File: src/rtl/core/ppep_pkg.sv
// Package for the page preload and eviction policy engine.
// Holds widths, codes, controller states and the controller/datapath structs.
// No dependencies.
package ppep_pkg;

    localparam int MAX_PAGES = 256;
    localparam int IDX_W     = $clog2(MAX_PAGES);
    localparam int PAGE_W    = 9;
    localparam int SCAN_W    = 13;
    localparam int MEM_W     = 40;
    localparam int WORD_W    = 32;
    localparam int CFG_W     = 16;
    localparam int CFG_IDX_W = 2;
    localparam int MIB_SHIFT = 20;

    typedef enum logic [1:0] {
        CMD_IDLE   = 2'd0,
        CMD_REPORT = 2'd1,
        CMD_VIEW   = 2'd2,
        CMD_UNUSED = 2'd3
    } t_cmd;

    typedef enum logic [1:0] {
        ACT_NONE   = 2'd0,
        ACT_LOAD   = 2'd1,
        ACT_UNLOAD = 2'd2
    } t_act;

    typedef enum logic [CFG_IDX_W-1:0] {
        CFG_PAGE_COUNT = 2'd0,
        CFG_AHEAD      = 2'd1,
        CFG_BEHIND     = 2'd2,
        CFG_LIMIT      = 2'd3
    } t_cfg_idx;

    typedef enum logic [3:0] {
        S_IDLE,
        S_DISPATCH,
        S_BACK,
        S_FWD,
        S_LIMIT,
        S_EV_SCAN,
        S_EV_DRAIN,
        S_EV_SEL,
        S_EV_APPLY,
        S_REP_APPLY
    } t_state;

    typedef enum logic [3:0] {
        OP_NONE,
        OP_LATCH,
        OP_SETUP,
        OP_BACK,
        OP_FWD,
        OP_EV_INIT,
        OP_EV_SCAN,
        OP_EV_RDSZ,
        OP_EV_APPLY,
        OP_REP_RD,
        OP_REP_APPLY,
        OP_VIEW_WR
    } t_op;

    typedef struct packed {
        t_op  op;
        logic emit;
        t_act act;
    } t_ctl;

    typedef struct packed {
        t_cmd cmd;
        logic hit;
        logic back_more;
        logic fwd_more;
        logic over;
        logic ev_more;
        logic have;
        logic pno_ok;
    } t_stat;

endpackage

File: src/rtl/core/ppep_ctrl.sv
// Controller state machine of the policy engine.
// Sequences the scans, eviction and reports. Depends on ppep_pkg.
module ppep_ctrl (
    input  logic           i_clk,
    input  logic           i_rst_n,
    input  logic           start,
    input  ppep_pkg::t_stat i_stat,
    output ppep_pkg::t_ctl  o_ctl,
    output logic           busy
);
    import ppep_pkg::*;

    t_state r_state, n_state;

    always_ff @(posedge i_clk) begin
        if (!i_rst_n) begin
            r_state <= S_IDLE;
        end else begin
            r_state <= n_state;
        end
    end

    always_comb begin
        n_state = r_state;
        unique case (r_state)
            S_IDLE: begin
                if (start) n_state = S_DISPATCH;
            end
            S_DISPATCH: begin
                if (i_stat.cmd == CMD_IDLE) n_state = S_BACK;
                else if (i_stat.cmd == CMD_REPORT && i_stat.pno_ok) n_state = S_REP_APPLY;
                else n_state = S_IDLE;
            end
            S_BACK: begin
                if (i_stat.back_more && i_stat.hit) n_state = S_IDLE;
                else if (!i_stat.back_more) n_state = S_FWD;
            end
            S_FWD: begin
                if (i_stat.fwd_more && i_stat.hit) n_state = S_IDLE;
                else if (!i_stat.fwd_more) n_state = S_LIMIT;
            end
            S_LIMIT: begin
                n_state = i_stat.over ? S_EV_SCAN : S_IDLE;
            end
            S_EV_SCAN: begin
                if (!i_stat.ev_more) n_state = S_EV_DRAIN;
            end
            S_EV_DRAIN: n_state = S_EV_SEL;
            S_EV_SEL: begin
                n_state = i_stat.have ? S_EV_APPLY : S_IDLE;
            end
            S_EV_APPLY:  n_state = S_IDLE;
            S_REP_APPLY: n_state = S_IDLE;
            default:     n_state = S_IDLE;
        endcase
    end

    always_comb begin
        o_ctl.op   = OP_NONE;
        o_ctl.emit = 1'b0;
        o_ctl.act  = ACT_NONE;
        unique case (r_state)
            S_IDLE: begin
                if (start) o_ctl.op = OP_LATCH;
            end
            S_DISPATCH: begin
                unique case (i_stat.cmd)
                    CMD_IDLE:   o_ctl.op = OP_SETUP;
                    CMD_REPORT: begin
                        o_ctl.op   = OP_REP_RD;
                        o_ctl.emit = !i_stat.pno_ok;
                    end
                    CMD_VIEW: begin
                        o_ctl.op   = OP_VIEW_WR;
                        o_ctl.emit = 1'b1;
                    end
                    default: o_ctl.emit = 1'b1;
                endcase
            end
            S_BACK: begin
                o_ctl.op = OP_BACK;
                if (i_stat.back_more && i_stat.hit) begin
                    o_ctl.emit = 1'b1;
                    o_ctl.act  = ACT_LOAD;
                end
            end
            S_FWD: begin
                o_ctl.op = OP_FWD;
                if (i_stat.fwd_more && i_stat.hit) begin
                    o_ctl.emit = 1'b1;
                    o_ctl.act  = ACT_LOAD;
                end
            end
            S_LIMIT: begin
                if (i_stat.over) o_ctl.op = OP_EV_INIT;
                else o_ctl.emit = 1'b1;
            end
            S_EV_SCAN:  o_ctl.op = OP_EV_SCAN;
            S_EV_DRAIN: o_ctl.op = OP_NONE;
            S_EV_SEL: begin
                if (i_stat.have) o_ctl.op = OP_EV_RDSZ;
                else o_ctl.emit = 1'b1;
            end
            S_EV_APPLY: begin
                o_ctl.op   = OP_EV_APPLY;
                o_ctl.emit = 1'b1;
                o_ctl.act  = ACT_UNLOAD;
            end
            S_REP_APPLY: begin
                o_ctl.op   = OP_REP_APPLY;
                o_ctl.emit = 1'b1;
            end
            default: o_ctl.op = OP_NONE;
        endcase
    end

    assign busy = (r_state != S_IDLE);

endmodule

File: config.mk
export PLATFORM = sky130hd
export DESIGN_NAME = ppep_ctrl
export DESIGN_NICKNAME = d
export VERILOG_FILES = /design/src/rtl/core/ppep_pkg.sv /design/src/rtl/core/ppep_ctrl.sv
export SDC_FILE = /design/constraint.sdc
export NUM_CORES = 1
export LEC_CHECK = 0
export BUFFER_PORTS_ARGS = -buffer_cell sky130_fd_sc_hd__buf_2
export CAP_MARGIN = 20
export CORE_UTILIZATION = 40
export CTS_BUF_LIST = sky130_fd_sc_hd__clkbuf_4
export CTS_CLUSTER_SIZE = 25
export DETAILED_ROUTE_END_ITERATION = 16
export PLACE_DENSITY = 0.64
export SLEW_MARGIN = 0
export SYNTH_ARGS = -nofsm -noshare
export SYNTH_HDL_FRONTEND = slang
export SYNTH_SLANG_ARGS = --single-unit
File: constraint.sdc
create_clock -name i_clk -period 3.01 [get_ports i_clk]
set_input_delay 0.602 -clock i_clk [delete_from_list [all_inputs] [get_ports i_clk]]
set_output_delay 0.602 -clock i_clk [all_outputs]
set_load 0.005 [all_outputs]
==> results.py, run 1 <==
metrics = {
    "floorplanning": {
        "top_level_ports": 20,
        "die-height_um": 39.9,
        "core_area_sq_um": 1320,
        "die-width_um": 39.9,
        "std_cell_rows": 13,
        "design.die.area_sq_um": 1590,
        "floorplan.initialDensity": 0.435,
    },
    "cells_and_area": {
        "n_fill_cell": 132,
        "area_occupied_by_multi_input_gates_sq_um": 419,
        "layout-area-overhead-vs-synth_pct": 18.1,
        "final_common_cell": "buf_2",
        "antenna_cells": 0,
        "largestRegisters": "r_state: 4 flops",
        "final_design_area_no_fill_sq_um": 677,
        "largest_register_ff_count": 4,
        "top_register": "r_state",
        "seqCellArea_sq_um": 80.1,
        "num-nets-final": 115,
        "final_cell_mix": "buf_2 (19), a21oi_1 (8), nor2_1 (7)",
        "final_layout_size_suffix_gt1_frac": 0.309,
    },
    "route": {
        "met1_length_um": 683,
        "met2WireLength_um": 699,
        "drt_iter0_markers": 29,
        "detailedRoute.firstPassIterationCount": 4,
        "maxUsedRoutingLayer": "met3",
        "postRouteAntennaNets": 0,
        "wire_length_after_detailed_routing_mm": 1.47,
        "drcViolationCount": 0,
        "detail_route.wl_per_cell_um": 13.1,
        "vias_per_cell": 5.90,
        "route.vias.total": 661,
        "wl_met3_um": 85,
    },
    "clocking": {
        "cts_tree": "done",
        "h-tree-depth": 1,
        "cts_sinks": 4,
        "cts_setup_buffers": 0,
        "post_cts_resize_count": 0,
        "count_of_hold_buffers_inserted_by_post_cts_repair": 0,
        "path_clk_slew_ps": 50,
        "cts_buffer_depth": 2,
        "root_buffer_master": "clkbuf_4",
        "tritoncts.num_buffers": 3,
        "clk_latency_ps": 240,
    },
    "global_route": {
        "grt_overflow_total": 0,
        "antenna_found_initial": 0,
        "track_usage": 0.202,
        "maximum_number_of_pins_on_one_net_before_global_route_repair": 21,
        "grt_pass1_vias": 534,
        "grt_pass1_wl_mm": 2.19,
    },
    "flow_run": {
        "cap_violations": 0,
    },
    "sta": {
        "finalHoldViolCount": 0,
        "timing.final.crit_share": 0.781,
        "grt_setup_unrepaired": "no",
        "setup_total_negative_slack_ps": 0,
        "final-max-slew-violation-count": 0,
        "finalClockSkew_ps": 7.95,
        "tightestPinTransition_ps": 487,
        "worst_slew_margin_rel": 0.675,
        "setup_viol_count_final": 0,
        "fmax_achieved_mhz": 425,
        "post-route-min-period_ps": 2350,
    },
    "synth": {
        "asyncSetResetFlopFracSynth": 0,
        "yosys.area_share.simple": 0.262,
        "synth_compound_area_frac": 0.347,
        "ys.flop_type": "dfxtp_1",
        "yosys.area_share.adder": 0.0873,
        "synth-seq-cells": 4,
        "synth_sequential_area_ratio": 0.140,
        "synth_area_per_cell_sq_um": 7.25,
        "synth-warning-count": 0,
        "multiplexer_area_fraction_after_synthesis": 0.0349,
        "synth_xor_xnor_area_share": 0,
        "mappedNetlistArea_sq_um": 573,
        "synth_enable_flop_cells": 0,
        "synth_top_family_by_area": "compound AO/OA/AOI/OAI gates",
        "post_synth_inst_count": 79,
        "netlist-cell-type-count": 34,
        "mappedNetlistNets": 95,
    },
    "worst_setup_path": {
        "critical_path_required_ps": 2410,
        "worst_r2r_path_depth": 4,
        "worst_ep_arrival_time_ps": 1750,
        "crit_type": "reg -> out",
        "cp-end-kind": "output pin",
        "crit_fanout": 13,
        "start_kind": "flop",
    },
    "place": {
        "gp_routability_congestion": 0.848,
        "io_buffers": 19,
        "dpl-instance-area_sq_um": 654,
    },
    "hold_path": {
        "whs_path_depth": 3,
        "min_path_type": "in -> reg",
    },
    "power_and_ir_drop": {
        "power_leakage_nw": 0.307,
        "power_density_nw_per_um2": 896,
        "worst_vdd_ir_mv": 0.377,
    },
    "run_status": {
        "outcome": "finished, final reports clean",
    },
}
[cell usage after synthesis, types with 3 or more instances]
cell / n / area, sq um
ha_1: 4 / 50.1
nand3_1: 3 / 15.0
dfxtp_1: 4 / 80.1
o21ai_0: 3 / 15.0
nor2_1: 7 / 26.3
nand2_1: 5 / 18.8
o211ai_1: 3 / 22.5
inv_1: 5 / 18.8
a21oi_1: 8 / 40.0
nor3_1: 4 / 20.0
[critical path: stages (launching register included)]
cell and delay (ps):
dfxtp_1 580, nand2b_1 140, or3_4 380, o32a_1 170, o311ai_1 80, buf_2 160
[through the flow]
| step | utilization | std cells | total power [mW] | hold slack, ps | setup WS [ps] |
|---|---|---|---|---|---|
| floorplan | - | 79 | 0.435 | 554 | 1070 |
| CTS | 0.514 | 112 | 0.599 | 627 | 681 |
| detailed placement | 0.497 | 109 | 0.527 | 657 | 798 |
| finish | 0.514 | 112 | 0.606 | 631 | 658 |
| global route | 0.514 | 112 | 0.655 | 642 | 565 |
| global placement | 0.497 | 109 | 0.526 | 679 | 829 |
[layout make-up]
| cell class | count | share of cell area |
|---|---|---|
| multi-input combinational | 62 | 0.619 |
| inverter | 7 | 0.0388 |
| sequential | 4 | 0.118 |
| timing repair buffer | 21 | 0.163 |
| clock buffer | 3 | 0.0333 |
| tap | 15 | 0.0277 |
[logic make-up (layout without fill, tap and decap cells)]
logic type	after synthesis	count (layout)
compound gates	28	28
simple gates	28	28
buf+inv	13	31
flops	4	4
fa+ha+maj	4	4
mux	2	2
[report_power, final]
group,switching (mW),internal [mW]
sequential,0.0563,0.0738
clock,0.0272,0.0450
combinational,0.218,0.186
[metal layers]
layer	up-vias	track usage
li1	327	-
met1	303	0.256
met2	31	0.357
met3	0	0.0170
met4	0	0.0517
met5	-	0
[path summary, 6_finish.rpt]
kind,startpoint,end,slack [ps]
min,i_rst_n,r_state[3],630
min reg2reg,r_state[1],r_state[3],690
max reg2reg,r_state[2],r_state[0],1360
max,r_state[1],o_ctl[2],660
(Power assumes the default switching activity.)
==> run 2, diff against run 1 <==
Settings changed: PLACE_DENSITY 0.64 to 0.67.
Clock period 3.01 ns to 2.05 ns, I/O delays scaled along.
==> run 2 against run 1 <==
Worst hold slack lost 180 ps. Register-to-register slack got worse by 820 ps. Setup slack lost 560 ps. First-iteration DRC count fell by 59%. Sequential share of layout area down 0.065 points. Via count shrank 0.30%. Clock skew decreased by 1.8 ps.
==> results.py, run 2 (same netlist as run 1, synthesis figures left out) <==
metrics = {
    "clocking": {
        "cts_sinks": 4,
        "root_buffer_master": "clkbuf_4",
        "h-tree-depth": 1,
        "cts_tree": "done",
        "cts_setup_buffers": 0,
        "path_clk_slew_ps": 40,
        "post_cts_resize_count": 0,
        "tritoncts.num_buffers": 3,
        "count_of_hold_buffers_inserted_by_post_cts_repair": 0,
        "clk_latency_ps": 230,
        "cts_buffer_depth": 2,
    },
    "cells_and_area": {
        "final_common_cell": "buf_2",
        "final_design_area_no_fill_sq_um": 702,
        "final_cell_mix": "buf_2 (19), a21oi_1 (8), nor2_1 (7)",
        "n_fill_cell": 141,
        "num-nets-final": 118,
        "largest_register_ff_count": 4,
        "antenna_cells": 0,
        "largestRegisters": "r_state: 4 flops",
        "finalNonFillerCells": 115,
        "final_layout_size_suffix_gt1_frac": 0.350,
        "layout-area-overhead-vs-synth_pct": 22.5,
        "top_register": "r_state",
    },
    "hold_path": {
        "min_path_type": "in -> reg",
        "hold_wc_startpoint": "i_rst_n",
    },
    "floorplanning": {
        "design.die.area_sq_um": 1590,
        "die-width_um": 39.9,
        "die-height_um": 39.9,
        "floorplan.initialDensity": 0.435,
        "top_level_ports": 20,
        "core_area_sq_um": 1320,
        "std_cell_rows": 13,
    },
    "sta": {
        "setup_viol_count_final": 0,
        "finalHoldViolCount": 0,
        "fmax_achieved_mhz": 513,
        "timing.final.crit_share": 0.951,
        "worst_slew_margin_rel": 0.820,
        "post-route-min-period_ps": 1950,
        "setup_total_negative_slack_ps": 0,
        "setup_ws_ps": 100,
        "finalClockSkew_ps": 6.18,
        "tightestPinTransition_ps": 269,
        "final-max-slew-violation-count": 0,
        "grt_setup_unrepaired": "no",
    },
    "route": {
        "route.vias.total": 659,
        "postRouteAntennaNets": 0,
        "detail_route.wl_per_cell_um": 11.9,
        "drt_iter0_markers": 12,
        "drcViolationCount": 0,
        "detailedRoute.firstPassIterationCount": 4,
        "vias_per_cell": 5.73,
        "wire_length_after_detailed_routing_mm": 1.37,
    },
    "power_and_ir_drop": {
        "power_density_nw_per_um2": 1280,
        "worst_vdd_ir_mv": 0.558,
        "power_leakage_nw": 0.324,
        "fin_total_pwr_mw": 0.900,
    },
    "worst_setup_path": {
        "crit_type": "reg -> out",
        "worst_ep_arrival_time_ps": 1540,
        "crit_fanout": 10,
        "regToRegSetupSlack_ps": 540,
        "critical_path_required_ps": 1640,
        "rr_startpoint": "r_state[2]",
        "start_kind": "flop",
        "slowest_stage": "dfxtp_2",
        "cp-end-kind": "output pin",
        "slowest_delay_ps": 360,
        "critical-path-top-delay-family": "simple AND/OR/NAND/NOR gates",
        "worstPathBufferInverterCount": 1,
        "setup.worst_path.start": "r_state[2]",
        "crit_path_cell_trace": "nand2b_1 -> or3_4 -> o32a_1 -> o311ai_1 -> buf_2",
    },
    "global_route": {
        "maximum_number_of_pins_on_one_net_before_global_route_repair": 21,
        "grt_pass1_vias": 518,
        "antenna_found_initial": 0,
        "grt_pass1_wl_mm": 2.15,
        "track_usage": 0.195,
        "grt_overflow_total": 0,
    },
    "place": {
        "placed_cells_incl_taps": 112,
        "dpl-instance-area_sq_um": 677,
        "detailed_place_hpwl_mm": 1.09,
        "gp_routability_congestion": 0.858,
        "io_buffers": 19,
        "post-place-ws_ps": 229,
    },
    "run_status": {
        "outcome": "finished, final reports clean",
    },
    "flow_run": {
        "cap_violations": 0,
    },
}
run 2: path summary, 6_finish.rpt:
check,depth (start not counted),end
worst max register to register,4,r_state[0]
worst min register to register,1,r_state[2]
worst min-delay path,2,r_state[2]
worst max-delay path,5,o_ctl[2]
run 2: cell type report:
| class | count | area [sq um] | share of cell area |
|---|---|---|---|
| timing repair buffer | 24 | 133 | 0.189 |
| clock buffer | 3 | 22.5 | 0.0321 |
| inverter | 7 | 26.3 | 0.0374 |
| sequential | 4 | 82.6 | 0.118 |
| tap | 15 | 18.8 | 0.0267 |
| multi-input combinational | 62 | 419 | 0.597 |
run 2: worst reg2reg max path, stage by stage (launching register included):
cell and delay (ps):
dfxtp_2 360, buf_4 170, or4_1 540, o21ai_0 190, o221a_1 190
run 2: routing by layer:
metal,vias up,GRT usage,part of all wire
li1,336,-,-
met3,0,0.0568,0.035
met2,15,0.324,0.48
met5,-,0,0
met1,308,0.254,0.49
met4,0,0.0172,0
run 2: power breakdown:
group,switching [mW],internal [mW],total [mW]
logic,0.342,0.298,0.640
clock network,0.0296,0.0653,0.0949
registers,0.0511,0.114,0.165
total,0.423,0.477,0.900
run 2: metrics by stage:
step,utilization,hold slack [ps]
after floorplan,-,529
after detailed placement,0.514,657
after global routing,0.533,445
after global placement,0.514,658
after CTS,0.531,447
final,0.533,448
